$ cat src/sv/smt_pkg.sv
// ----------------------------------------------------------------------------
// smt_pkg
// Shared types and codes for the sorted multiset table: command and status
// codes, fixed field widths and the sequencer state encoding.
// ----------------------------------------------------------------------------
package smt_pkg;

   localparam int CMD_W       = 2;
   localparam int VALUE_W     = 32;
   localparam int POS_W       = 4;
   localparam int STATUS_W    = 2;
   localparam int COUNT_OUT_W = 5;

   typedef logic [CMD_W-1:0]    cmd_type;
   typedef logic [STATUS_W-1:0] status_type;

   localparam cmd_type CMD_INSERT = 2'd0;
   localparam cmd_type CMD_DELETE = 2'd1;
   localparam cmd_type CMD_READ   = 2'd2;

   localparam status_type STATUS_DONE      = 2'd0;
   localparam status_type STATUS_NOT_FOUND = 2'd1;
   localparam status_type STATUS_FULL      = 2'd2;
   localparam status_type STATUS_BAD_POS   = 2'd3;

   typedef enum logic [3:0] {
      ST_IDLE   = 4'b0001,
      ST_RUN    = 4'b0010,
      ST_RDWAIT = 4'b0100,
      ST_FIN    = 4'b1000
   } state_type;

endpackage

$ cat src/sv/smt_mem.sv
// ----------------------------------------------------------------------------
// smt_mem
// Entry storage: one write port and one read port, read data registered.
// ----------------------------------------------------------------------------
module smt_mem #(
   parameter int TABLE_DEPTH = 16,
   parameter int IDX_W       = $clog2(TABLE_DEPTH)
) (
   input  logic                             clock,
   input  logic                             wr_en,
   input  logic [IDX_W-1:0]                 wr_addr,
   input  logic signed [smt_pkg::VALUE_W-1:0] wr_data,
   input  logic                             rd_en,
   input  logic [IDX_W-1:0]                 rd_addr,
   output logic signed [smt_pkg::VALUE_W-1:0] rd_data_ff
);

   logic signed [smt_pkg::VALUE_W-1:0] mem [TABLE_DEPTH];

   always_ff @(posedge clock) begin
      if (wr_en) begin
         mem[wr_addr] <= wr_data;
      end
   end

   always_ff @(posedge clock) begin
      if (rd_en) begin
         rd_data_ff <= mem[rd_addr];
      end
   end

endmodule

$ cat src/sv/smt_ctrl.sv
// ----------------------------------------------------------------------------
// smt_ctrl
// Command sequencer: walks the stored entries through the memory port one
// per cycle, rippling a carried entry up for insert or down for delete,
// and holds the result in an output register.
// ----------------------------------------------------------------------------
module smt_ctrl #(
   parameter int TABLE_DEPTH = 16,
   parameter int IDX_W       = $clog2(TABLE_DEPTH),
   parameter int CNT_W       = $clog2(TABLE_DEPTH + 1)
) (
   input  logic                                 clock,
   input  logic                                 reset,
   input  logic                                 req_valid,
   output logic                                 req_ready,
   input  logic [smt_pkg::CMD_W-1:0]            req_cmd,
   input  logic signed [smt_pkg::VALUE_W-1:0]   req_value,
   input  logic [smt_pkg::POS_W-1:0]            req_position,
   output logic                                 rsp_valid,
   input  logic                                 rsp_ready,
   output logic [smt_pkg::STATUS_W-1:0]         rsp_status,
   output logic [smt_pkg::COUNT_OUT_W-1:0]      rsp_entry_count,
   output logic signed [smt_pkg::VALUE_W-1:0]   rsp_read_value,
   output logic                                 mem_wr_en,
   output logic [IDX_W-1:0]                     mem_wr_addr,
   output logic signed [smt_pkg::VALUE_W-1:0]   mem_wr_data,
   output logic                                 mem_rd_en,
   output logic [IDX_W-1:0]                     mem_rd_addr,
   input  logic signed [smt_pkg::VALUE_W-1:0]   mem_rd_data
);

   localparam logic [CNT_W-1:0] FULL_COUNT = CNT_W'(TABLE_DEPTH);
   localparam int               EXT_W      = CNT_W + smt_pkg::POS_W;

   smt_pkg::state_type                 state_ff, state_in;
   smt_pkg::cmd_type                   cmd_ff, cmd_in;
   logic signed [smt_pkg::VALUE_W-1:0] value_ff, value_in;
   logic [CNT_W-1:0]                   idx_ff, idx_in;
   logic [IDX_W-1:0]                   didx_ff, didx_in;
   logic                               dv_ff, dv_in;
   logic signed [smt_pkg::VALUE_W-1:0] carry_ff, carry_in;
   logic                               hit_ff, hit_in;
   logic [CNT_W-1:0]                   count_ff, count_in;
   smt_pkg::status_type                status_ff, status_in;
   logic signed [smt_pkg::VALUE_W-1:0] result_ff, result_in;
   logic                               rsp_valid_ff, rsp_valid_in;
   smt_pkg::status_type                rsp_status_ff, rsp_status_in;
   logic [smt_pkg::COUNT_OUT_W-1:0]    rsp_count_ff, rsp_count_in;
   logic signed [smt_pkg::VALUE_W-1:0] rsp_read_ff, rsp_read_in;

   logic [EXT_W-1:0] pos_ext;
   logic [EXT_W-1:0] cnt_ext;

   assign pos_ext = EXT_W'(req_position);
   assign cnt_ext = EXT_W'(count_ff);

   assign req_ready       = (state_ff == smt_pkg::ST_IDLE);
   assign rsp_valid       = rsp_valid_ff;
   assign rsp_status      = rsp_status_ff;
   assign rsp_entry_count = rsp_count_ff;
   assign rsp_read_value  = rsp_read_ff;

   always_comb begin
      state_in      = state_ff;
      cmd_in        = cmd_ff;
      value_in      = value_ff;
      idx_in        = idx_ff;
      didx_in       = didx_ff;
      dv_in         = dv_ff;
      carry_in      = carry_ff;
      hit_in        = hit_ff;
      count_in      = count_ff;
      status_in     = status_ff;
      result_in     = result_ff;
      rsp_valid_in  = rsp_valid_ff && !rsp_ready;
      rsp_status_in = rsp_status_ff;
      rsp_count_in  = rsp_count_ff;
      rsp_read_in   = rsp_read_ff;
      mem_wr_en     = 1'b0;
      mem_wr_addr   = didx_ff;
      mem_wr_data   = carry_ff;
      mem_rd_en     = 1'b0;
      mem_rd_addr   = idx_ff[IDX_W-1:0];

      unique case (state_ff)
         smt_pkg::ST_IDLE: begin
            if (req_valid) begin
               cmd_in    = req_cmd;
               value_in  = req_value;
               idx_in    = '0;
               dv_in     = 1'b0;
               hit_in    = 1'b0;
               result_in = '0;
               status_in = smt_pkg::STATUS_DONE;
               state_in  = smt_pkg::ST_FIN;
               unique case (req_cmd)
                  smt_pkg::CMD_INSERT: begin
                     if (count_ff >= FULL_COUNT) begin
                        status_in = smt_pkg::STATUS_FULL;
                     end else begin
                        state_in = smt_pkg::ST_RUN;
                     end
                  end
                  smt_pkg::CMD_DELETE: begin
                     if (count_ff == '0) begin
                        status_in = smt_pkg::STATUS_NOT_FOUND;
                     end else begin
                        state_in = smt_pkg::ST_RUN;
                     end
                  end
                  smt_pkg::CMD_READ: begin
                     if (pos_ext >= cnt_ext) begin
                        status_in = smt_pkg::STATUS_BAD_POS;
                     end else begin
                        mem_rd_en   = 1'b1;
                        mem_rd_addr = pos_ext[IDX_W-1:0];
                        state_in    = smt_pkg::ST_RDWAIT;
                     end
                  end
                  default: begin
                     status_in = smt_pkg::STATUS_DONE;
                  end
               endcase
            end
         end

         smt_pkg::ST_RUN: begin
            dv_in = 1'b0;
            // issue the next read while the previous entry is handled
            if (idx_ff != count_ff) begin
               mem_rd_en   = 1'b1;
               mem_rd_addr = idx_ff[IDX_W-1:0];
               idx_in      = idx_ff + 1'b1;
               dv_in       = 1'b1;
               didx_in     = idx_ff[IDX_W-1:0];
            end

            if (dv_ff) begin
               if (cmd_ff == smt_pkg::CMD_INSERT) begin
                  if (!hit_ff && (mem_rd_data >= value_ff)) begin
                     mem_wr_en   = 1'b1;
                     mem_wr_addr = didx_ff;
                     mem_wr_data = value_ff;
                     carry_in    = mem_rd_data;
                     hit_in      = 1'b1;
                  end else if (hit_ff) begin
                     mem_wr_en   = 1'b1;
                     mem_wr_addr = didx_ff;
                     mem_wr_data = carry_ff;
                     carry_in    = mem_rd_data;
                  end
               end else begin
                  // delete: after the first match each entry moves down one
                  if (!hit_ff && (mem_rd_data == value_ff)) begin
                     hit_in = 1'b1;
                  end else if (hit_ff) begin
                     mem_wr_en   = 1'b1;
                     mem_wr_addr = didx_ff - 1'b1;
                     mem_wr_data = mem_rd_data;
                  end
               end
            end

            if ((idx_ff == count_ff) && !dv_ff) begin
               state_in = smt_pkg::ST_FIN;
               if (cmd_ff == smt_pkg::CMD_INSERT) begin
                  // new top entry is the last carried one, or the value itself
                  mem_wr_en   = 1'b1;
                  mem_wr_addr = count_ff[IDX_W-1:0];
                  mem_wr_data = hit_ff ? carry_ff : value_ff;
                  count_in    = count_ff + 1'b1;
               end else if (hit_ff) begin
                  count_in = count_ff - 1'b1;
               end else begin
                  status_in = smt_pkg::STATUS_NOT_FOUND;
               end
            end
         end

         smt_pkg::ST_RDWAIT: begin
            result_in = mem_rd_data;
            state_in  = smt_pkg::ST_FIN;
         end

         smt_pkg::ST_FIN: begin
            if (!rsp_valid_ff || rsp_ready) begin
               rsp_valid_in  = 1'b1;
               rsp_status_in = status_ff;
               rsp_count_in  = cnt_ext[smt_pkg::COUNT_OUT_W-1:0];
               rsp_read_in   = result_ff;
               state_in      = smt_pkg::ST_IDLE;
            end
         end

         default: begin
            state_in = smt_pkg::ST_IDLE;
         end
      endcase
   end

   always_ff @(posedge clock) begin
      if (reset) begin
         state_ff     <= smt_pkg::ST_IDLE;
         count_ff     <= '0;
         dv_ff        <= 1'b0;
         hit_ff       <= 1'b0;
         rsp_valid_ff <= 1'b0;
      end else begin
         state_ff     <= state_in;
         count_ff     <= count_in;
         dv_ff        <= dv_in;
         hit_ff       <= hit_in;
         rsp_valid_ff <= rsp_valid_in;
      end
   end

   always_ff @(posedge clock) begin
      cmd_ff        <= cmd_in;
      value_ff      <= value_in;
      idx_ff        <= idx_in;
      didx_ff       <= didx_in;
      carry_ff      <= carry_in;
      status_ff     <= status_in;
      result_ff     <= result_in;
      rsp_status_ff <= rsp_status_in;
      rsp_count_ff  <= rsp_count_in;
      rsp_read_ff   <= rsp_read_in;
   end

endmodule

$ cat src/sv/sorted_multiset_table_unit.sv
// ----------------------------------------------------------------------------
// sorted_multiset_table_unit
// Bounded table of signed 32-bit values kept in ascending order with
// duplicates, supporting insert, delete of first match and read by position.
// ----------------------------------------------------------------------------
// usage:
//   req_* carries one command item (cmd, value, position) under valid/ready;
//   rsp_* returns exactly one result item per command (status, entry count
//   after the command, read value) under valid/ready.
//   the entries live in a single memory with registered read data; insert
//   and delete walk the stored entries through its port, one entry a cycle,
//   moving each later entry by one slot on the way.
//   a full insert, an empty delete, a read of a bad position or an unused
//   code goes straight to the result state; a read first waits in a state
//   for the memory data; inserts and deletes walk the stored entries in the
//   run state first. req_ready is high only between commands, so one item
//   is in work at a time and the next can be taken in the cycle after the
//   result is loaded.
//   the finished result sits in an output register, so the next item is
//   taken while it waits; if rsp_ready stays low, that next item completes
//   and then holds until the output register frees up.
//   reset empties the table at once (count goes to zero); the memory itself
//   is not swept, since only positions below the count are ever read.
// ----------------------------------------------------------------------------
module sorted_multiset_table_unit #(
   parameter int TABLE_DEPTH = 16
) (
   input  logic                                clock,
   input  logic                                reset,
   input  logic                                req_valid,
   output logic                                req_ready,
   input  logic [smt_pkg::CMD_W-1:0]           req_cmd,
   input  logic signed [smt_pkg::VALUE_W-1:0]  req_value,
   input  logic [smt_pkg::POS_W-1:0]           req_position,
   output logic                                rsp_valid,
   input  logic                                rsp_ready,
   output logic [smt_pkg::STATUS_W-1:0]        rsp_status,
   output logic [smt_pkg::COUNT_OUT_W-1:0]     rsp_entry_count,
   output logic signed [smt_pkg::VALUE_W-1:0]  rsp_read_value
);

   localparam int IDX_W = $clog2(TABLE_DEPTH);
   localparam int CNT_W = $clog2(TABLE_DEPTH + 1);

   logic                               mem_wr_en;
   logic [IDX_W-1:0]                   mem_wr_addr;
   logic signed [smt_pkg::VALUE_W-1:0] mem_wr_data;
   logic                               mem_rd_en;
   logic [IDX_W-1:0]                   mem_rd_addr;
   logic signed [smt_pkg::VALUE_W-1:0] mem_rd_data;

   smt_ctrl #(
      .TABLE_DEPTH (TABLE_DEPTH),
      .IDX_W       (IDX_W),
      .CNT_W       (CNT_W)
   ) u_ctrl (
      .clock           (clock),
      .reset           (reset),
      .req_valid       (req_valid),
      .req_ready       (req_ready),
      .req_cmd         (req_cmd),
      .req_value       (req_value),
      .req_position    (req_position),
      .rsp_valid       (rsp_valid),
      .rsp_ready       (rsp_ready),
      .rsp_status      (rsp_status),
      .rsp_entry_count (rsp_entry_count),
      .rsp_read_value  (rsp_read_value),
      .mem_wr_en       (mem_wr_en),
      .mem_wr_addr     (mem_wr_addr),
      .mem_wr_data     (mem_wr_data),
      .mem_rd_en       (mem_rd_en),
      .mem_rd_addr     (mem_rd_addr),
      .mem_rd_data     (mem_rd_data)
   );

   smt_mem #(
      .TABLE_DEPTH (TABLE_DEPTH),
      .IDX_W       (IDX_W)
   ) u_mem (
      .clock      (clock),
      .wr_en      (mem_wr_en),
      .wr_addr    (mem_wr_addr),
      .wr_data    (mem_wr_data),
      .rd_en      (mem_rd_en),
      .rd_addr    (mem_rd_addr),
      .rd_data_ff (mem_rd_data)
   );

endmodule

$ cat config.mk
export PLATFORM = sky130hd
export DESIGN_NAME = sorted_multiset_table_unit
export DESIGN_NICKNAME = d
export VERILOG_FILES = /design/src/sv/smt_pkg.sv /design/src/sv/smt_mem.sv /design/src/sv/smt_ctrl.sv /design/src/sv/sorted_multiset_table_unit.sv
export SDC_FILE = /design/constraint.sdc
export NUM_CORES = 1
export LEC_CHECK = 0
export BUFFER_PORTS_ARGS = -buffer_cell sky130_fd_sc_hd__buf_2
export CORE_ASPECT_RATIO = 0.75
export CORE_MARGIN = 2
export CORE_UTILIZATION = 67
export CTS_CLUSTER_DIAMETER = 30
export DETAILED_ROUTE_END_ITERATION = 12
export GPL_TIMING_DRIVEN = 0
export PLACE_DENSITY_LB_ADDON = 0.12
export SLEW_MARGIN = 10
export SYNTH_ARGS = -nofsm -noshare
export SYNTH_HDL_FRONTEND = slang
export SYNTH_HIERARCHICAL = 1
export SYNTH_SLANG_ARGS = --single-unit
export TNS_END_PERCENT = 5
$ cat constraint.sdc
create_clock -name clock -period 16.8 [get_ports clock]
set_input_delay 1.68 -clock clock [delete_from_list [all_inputs] [get_ports clock]]
set_output_delay 1.68 -clock clock [all_outputs]
set_load 0.01 [all_outputs]
== Word-level counts from Yosys, hierarchy flattened ==
Memories as Yosys holds them, arrays and structs flattened. A register that Yosys moved wholly into a read port is not among the register bits.
Index checks and enable logic that the tools add are counted.

* Bits in latches: 0
* Memories kept: 1
* Bits in registers: 160
* Bits in writable memories: 512
* Bits of input ports: 42
* Output and inout port bits: 41
* Memory bits (read-only): 0
* Word-level logic and storage cells: 136

* Reduce and logical (&&, ||, !) cells: 26
* Div/mod/pow operators: 0
* Bitwise logic cells: 0
* Order comparisons: 3
* Multipliers: 0
* Equal/unequal tests: 18
* Shift operators: 0
* Mux-type cells: 69
* Add/subtract/negate cells: 4

{| class="wikitable"
|+ Memory list
! name !! words !! width !! read ports !! clocked after memory_dff !! write ports !! line !! source
|-
| u_mem.mem || 16 || 32 || 1 || 1 || 1 || smt_mem.sv:18 || <nowiki>logic signed [smt_pkg::VALUE_W-1:0] mem [TABLE_DEPTH];</nowiki>
|}

{| class="wikitable"
|+ Operator list
! cell !! number
|-
| 32-bit 2-to-1 mux || 11
|-
| 4-bit 2-to-1 mux || 17
|-
| 32-bit one-hot mux with 2 select lines || 1
|-
| 32-bit equality test || 1
|-
| 32-bit greater-or-equal comparator || 1
|-
| 1-bit 2-to-1 mux || 22
|-
| 5-bit 2-to-1 mux || 4
|-
| 4-bit one-hot mux with 4 select lines || 1
|-
| 2-bit 2-to-1 mux || 6
|-
| 4-bit one-hot mux with 3 select lines || 1
|-
| 3-bit AND reduction || 4
|-
| 5-bit by 1-bit adder with 5-bit output (second input constant) || 2
|-
| 5-bit one-hot mux with 2 select lines || 1
|-
| 2-bit AND reduction || 5
|-
| 5-bit AND reduction || 2
|-
| 2-bit by 1-bit != test with 1-bit output (second input constant) || 4
|-
| 2-bit != test (second input constant) || 3
|-
| 1-bit one-hot mux with 2 select lines || 3
|-
| 2-bit one-hot mux with 3 select lines || 1
|-
| 2-bit nonzero test || 3
|-
| 5-bit equality test || 1
|-
| 4-bit by 5-bit greater-or-equal comparator with 1-bit output || 1
|-
| 5-bit greater-or-equal comparator (second input constant) || 1
|-
| 5-bit logical NOT || 1
|-
| 16 further kinds || 23
|}

== Longest topological paths before layout ==
* Depth after elaboration: 10
* Mapped depth: 15
* Gate-level depth less buffers: 12

== Modules after synthesis ==
Netlist, hierarchy kept.

{| class="wikitable"
|+ Modules (own cells, without submodules)
! module !! times used !! cells an instance !! area an instance (sq um) !! sequential area each (sq um)
|-
| smt_mem || 1 || 838 || 20155.6 || 16335.7
|-
| smt_ctrl || 1 || 703 || 8562.0 || 4684.5
|}

== Least setup slack after synthesis ==
Ideal clock, no wire load.

* Kind: register -> register
* Start: reg u_mem/rd_data_ff[14] (netlist bit), read port of u_mem.mem
* End: mem u_mem/mem[0][0] (netlist bit), enable pin
* Buffers on the path: 0
* Setup time: 0.461 ns
* Arrival: 5.062 ns
* Slack: 11.277 ns
* Period minus slack after synthesis: 5.523 ns
* Data required time: 16.339 ns
* Stages on the path, launching flop included: 11
* Cells stage by stage: edfxtp_1 ha_1 nand4_1 or4_4 o32ai_2 o21bai_2 a31oi_1 o21ai_0 a21oi_1 or3b_2 nor3_1

* Longest elaborated chain between the ends: 10
* Elaborated cells between the ends (all ways): 19
* Classes of those cells: order compare: 1; eq/ne: 1; mux: 15; reduce/logical: 2

{| class="wikitable"
|+ RTL lines
! item !! line !! source
|-
| from (decl) || smt_mem.sv:15 || <nowiki>output logic signed [smt_pkg::VALUE_W-1:0] rd_data_ff</nowiki>
|-
| 32-bit greater-or-equal comparator / 32-bit equality test (equally long branches) || smt_ctrl.sv:140, smt_ctrl.sv:154 ||
|-
| 1-bit logical AND, on equally long branches || smt_ctrl.sv:140, smt_ctrl.sv:154 ||
|-
| 1-bit 2-to-1 mux, on equally long branches || smt_ctrl.sv:140, smt_ctrl.sv:154 ||
|-
| 1-bit 2-to-1 mux (*) || smt_ctrl.sv:139 || <nowiki>if (cmd_ff == smt_pkg::CMD_INSERT) begin</nowiki>
|-
| 1-bit 2-to-1 mux (*) || smt_ctrl.sv:138 || <nowiki>if (dv_ff) begin</nowiki>
|-
| 1-bit 2-to-1 mux || smt_ctrl.sv:166 || <nowiki>if (cmd_ff == smt_pkg::CMD_INSERT) begin</nowiki>
|-
| 1-bit 2-to-1 mux (*) || smt_ctrl.sv:164 || <nowiki>if ((idx_ff == count_ff) && !dv_ff) begin</nowiki>
|-
| 1-bit 2-to-1 mux (*) || smt_ctrl.sv:85 || <nowiki>unique case (state_ff)</nowiki>
|-
| named net mem_wr_en || sorted_multiset_table_unit.sv:45 || <nowiki>logic mem_wr_en;</nowiki>
|-
| 1-bit 2-to-1 mux (*) || smt_mem.sv:21 || <nowiki>if (wr_en) begin</nowiki>
|-
| 1-bit 2-to-1 mux (implied by the code) (*) || smt_mem.sv:22 || <nowiki>mem[wr_addr] <= wr_data;</nowiki>
|-
| to (decl) || smt_mem.sv:18 ||
|}

Mark *: on every way through the listed nets, which the timed path passes. The rest lies on a longest branch.

== Worst setup path in the final report ==
* Start: in req_position[0] (netlist bit)
* End: reg u_mem/rd_data_ff[0] (netlist bit), read port of u_mem.mem (data pin)

* Longest elaborated chain between the ends: 5
* Elaborated cells between the ends (all ways): 9
* Classes of those cells: order compare: 1; mux: 8

{| class="wikitable"
|+ RTL lines
! item !! line !! source
|-
| from (decl) || sorted_multiset_table_unit.sv:34 || <nowiki>input logic [smt_pkg::POS_W-1:0] req_position,</nowiki>
|-
| 4-bit by 5-bit greater-or-equal comparator with 1-bit output || smt_ctrl.sv:112 || <nowiki>if (pos_ext >= cnt_ext) begin</nowiki>
|-
| 4-bit 2-to-1 mux (*) || smt_ctrl.sv:112 ||
|-
| 4-bit 2-to-1 mux (*) || smt_ctrl.sv:96 || <nowiki>unique case (req_cmd)</nowiki>
|-
| 4-bit 2-to-1 mux (*) || smt_ctrl.sv:87 || <nowiki>if (req_valid) begin</nowiki>
|-
| 4-bit 2-to-1 mux (*) || - ||
|-
| named net mem_rd_addr[0] || sorted_multiset_table_unit.sv:49 || <nowiki>logic [IDX_W-1:0] mem_rd_addr;</nowiki>
|}

Marks and branches as above.
A chain may end at the register's enable or synchronous reset.

==> results.py <==
metrics = {
    "detailed_routing": {
        "topRoutingLayerUsed": "met4",
        "drt-initial-drc-count": 2244,
        "via_count": 16480,
        "drt-met1-wl_um": 27690,
        "antenna_left": 0,
        "wl_met2_um": 34160,
        "dr_wl_met3_um": 7688,
        "vias_per_cell": 6.865,
        "dr.pass1.iters": 6,
        "drc": 0,
        "wl_um": 71680,
        "avgRoutedWirePerCell_um": 29.85,
    },
    "place": {
        "globalplace.congestion": 0.8776,
        "place_ws_ps": 10390,
        "post-dp-hpwl_um": 43380,
        "dp_cells": 2221,
        "portBuffers": 82,
    },
    "global_route": {
        "antenna_found_initial": 0,
        "grt_max_degree": 37,
        "grt_pass1_vias": 16720,
        "overflow": 0,
        "grt_first_pass_wirelength_um": 106200,
        "track_usage": 0.3305,
    },
    "setup_path": {
        "startpoint_type": "input pin",
        "r2r-end": "u_mem/rd_data_ff[0]$_DFFE_PP_",
        "crit_required_ps": 17150,
        "r2r_setup_slack_ps": 11460,
        "r2r_start": "u_ctrl/count_ff[0]$_SDFFE_PP0P_",
        "worst-setup-path-type": "input pin to flop",
        "crit_fanout": 10,
        "cp-startpoint": "req_position[0]",
        "end_kind": "flop",
        "rr_worst_depth": 14,
        "cp-endpoint": "u_mem/rd_data_ff[0]$_DFFE_PP_",
        "arrival_ps": 6290,
    },
    "layout": {
        "syn2layout_area_growth_pct": 17.18,
        "finalNonFillerCells": 2401,
        "antenna_cells": 0,
        "final_util": 0.7972,
        "final_nets": 1837,
        "drive_gt1_frac": 0.3051,
        "n_fill_cell": 2077,
    },
    "synthesis": {
        "synth_warnings": 6,
        "synth-xor-area-share": 0.003965,
        "synth_top_family_by_area": "multiplexers",
        "synth_area_um2": 28720,
        "synth-edff-count": 692,
        "yosysTopAreaCell": "edfxtp_1",
        "synth-seq-cells": 704,
        "synthSimpleGateAreaFrac": 0.03795,
        "synth_compound_area_frac": 0.06291,
        "synthMuxAreaShare": 0.1249,
        "ys_top_cells_by_count": "692 x edfxtp_1, 128 x mux4_2, 89 x a22oi_1",
        "synth.area.top_cells": "edfxtp_1 72%, mux4_2 10%, a22oi_1 2.3%, mux2_2 1.8%, ha_1 1.8%",
        "syn_inst": 1541,
        "synth_most_common_cell": "edfxtp_1",
        "synth.net_count": 1625,
        "synthAdderAreaFrac": 0.01856,
        "yosys.area.top_type_share": 0.7236,
        "async_reset_ff_frac": 0,
        "synth_cell_type_count": 61,
        "ys.flop_type": "edfxtp_1",
        "synth.avg_cell_area_um2": 18.64,
        "yosysSeqAreaShare": 0.7320,
    },
    "timing": {
        "fin_crit_sh": 0.3536,
        "skew_ps": 32.34,
        "maxSlewHeadroom": 0.1417,
        "drv_slew": 0,
        "hold_viol": 0,
        "final.setup.worst_slack_ps": 10860,
        "fin_setup_tns_ps": 0,
        "max_freq_ghz": 0.1684,
        "setup_viol_count_final": 0,
        "rsz0062_at_grt": "false",
        "worstMarginPinSlew_ps": 1287,
        "fin_crit_ps": 5940,
    },
    "clocking": {
        "post_cts.repair.setup_buffers": 0,
        "holdBufCountCts": 0,
        "cts_resized": 0,
        "cts_buffers": 97,
        "clk_path_buf_depth": 3,
        "htreeDepth": 3,
        "cts_root_buf": "clkbuf_16",
        "clk_pin_slew_worst_paths_ps": 60,
        "clock_latency_ps": 640,
        "cts_tree": "built",
        "clock_sinks": 704,
    },
    "die": {
        "io_pins": 83,
        "core_area_um2": 42210,
        "die_w_um": 243.1,
        "die_y_um": 183.3,
        "start_util": 0.6804,
        "fp.dieArea_um2": 44550,
        "num_rows": 65,
    },
    "power_and_ir_drop": {
        "p_leak_nw": 11.29,
        "ir_drop_v": 0.0001312,
        "powerDensity_nw_per_um2": 126.1,
    },
    "min_path": {
        "hp-class": "flop to flop",
    },
    "run": {
        "cap_violations": 0,
    },
    "run_status": {
        "status": "finished clean",
    },
}
-- placed cells by master, fill, tap and decap left out, types with 5 or more instances in the layout --
cell type   netlist  layout
clkinv_4          0       6
a21o_1            6       6
mux2_1           12      12
nor2_4            0      13
clkinv_1          0       6
a21oi_1          26      26
nor2_1           64      51
mux2_2           47      47
o21ai_0          41      40
o21ai_1          27      13
o21ai_2           1      16
nand3_1          12      12
clkbuf_1         43      47
inv_6             0      13
nand2_1          56      55
mux4_2          128     128
or2_2             5       5
clkinv_2          0      18
nand2b_1          6       6
a22oi_1          89      89
ha_1             41      41
buf_2             9      91
and2_1           36      36
buf_1            14      14
inv_8             0      12
clkinvlp_4        0      14
clkbuf_16         0      97
buf_4            12      27
dfxtp_1          12      12
edfxtp_1        692     692
xnor2_1          10      10
a221oi_2         27      27
a221oi_1          5       5
buf_16            0      10
inv_1            51      50
-- how the worst min path moves through the flow --
stage / slack [ps] / cells after the start / endpoint / start
5_1_grt: 420 / 0 / u_ctrl/rsp_read_value[15]$_DFFE_PP_ / u_ctrl/result_ff[15]$_SDFFCE_PN0P_
3_5_place_dp: 400 / 0 / u_ctrl/rsp_read_value[4]$_DFFE_PP_ / u_ctrl/result_ff[4]$_SDFFCE_PN0P_
4_1_cts: 420 / 0 / u_ctrl/rsp_read_value[5]$_DFFE_PP_ / u_ctrl/result_ff[5]$_SDFFCE_PN0P_
3_3_place_gp: 400 / 0 / u_ctrl/rsp_read_value[3]$_DFFE_PP_ / u_ctrl/result_ff[3]$_SDFFCE_PN0P_
2_1_floorplan: 400 / 0 / u_ctrl/rsp_read_value[0]$_DFFE_PP_ / u_ctrl/result_ff[0]$_SDFFCE_PN0P_
6_report: 420 / 0 / u_ctrl/rsp_read_value[5]$_DFFE_PP_ / u_ctrl/result_ff[5]$_SDFFCE_PN0P_
-- final cells by class --
cell class,instances,area [um^2],area share
Buffer,80,371.6,0.01104
Clock buffer,102,2456,0.07299
Timing Repair Buffer,113,900.9,0.02677
Tap cell,569,711.9,0.02116
Multi-Input combinational cell,705,7321,0.2175
Sequential cell,704,21020,0.6247
Clock inverter,76,674.4,0.02004
Inverter,52,195.2,0.005800
-- cell families after synthesis --
family,after synthesis
flops,704
compound gates,240
simple gates,219
mux,191
buf+inv,132
fa+ha+maj,42
xor+xnor,13
-- routing by layer --
layer | GRT usage | up-vias
met5 | 0 | -
met4 | 0.1190 | 0
met3 | 0.06599 | 174
met2 | 0.5205 | 1137
met1 | 0.4724 | 8456
li1 | - | 6715
-- flip-flops by register name (all words and copies together), names as in the netlist --
register and cells:
u_ctrl/rsp_read_value 32, u_ctrl/rsp_entry_count 5, u_ctrl/dv_ff 1, u_mem/mem 512, u_ctrl/status_ff 2, u_mem/rd_data_ff 32, u_ctrl/carry_ff 32, u_ctrl/rsp_valid 1
u_ctrl/count_ff 5, u_ctrl/rsp_status 2, u_ctrl/idx_ff 5, u_ctrl/hit_ff 1, u_ctrl/cmd_ff 2, u_ctrl/value_ff 32, u_ctrl/didx_ff 4, u_ctrl/result_ff 32
u_ctrl/state_ff 4
-- worst max-delay path, stage by stage --
cell and delay [ps]:
buf_2 70, inv_1 40, ha_1 270, nand2b_1 130
a21o_1 170, a21o_1 170, a21oi_1 270, o21ai_0 190
or2_2 310, clkbuf_1 200, o21ai_0 850, buf_2 440
buf_2 440, mux4_2 560, a22oi_1 330, nand2_1 160
-- per-stage QoR --
stage / power [mW] / cell area [um^2] / hold WS (ps)
global route: 4.354 / 33650 / 416.5
global placement: 2.309 / 29840 / 400.8
finish: 4.244 / 33650 / 415.0
detailed placement: 2.321 / 30450 / 404.5
CTS: 4.259 / 33580 / 416.9
floorplan: 2.216 / 28720 / 400.3
-- report_power, final --
part / internal, mW / switching [mW]
Sequential: 1.95 / 0.0163
Combinational: 0.131 / 0.207
Clock: 1.14 / 0.803
Note: power is estimated with default switching activity, not from simulation.
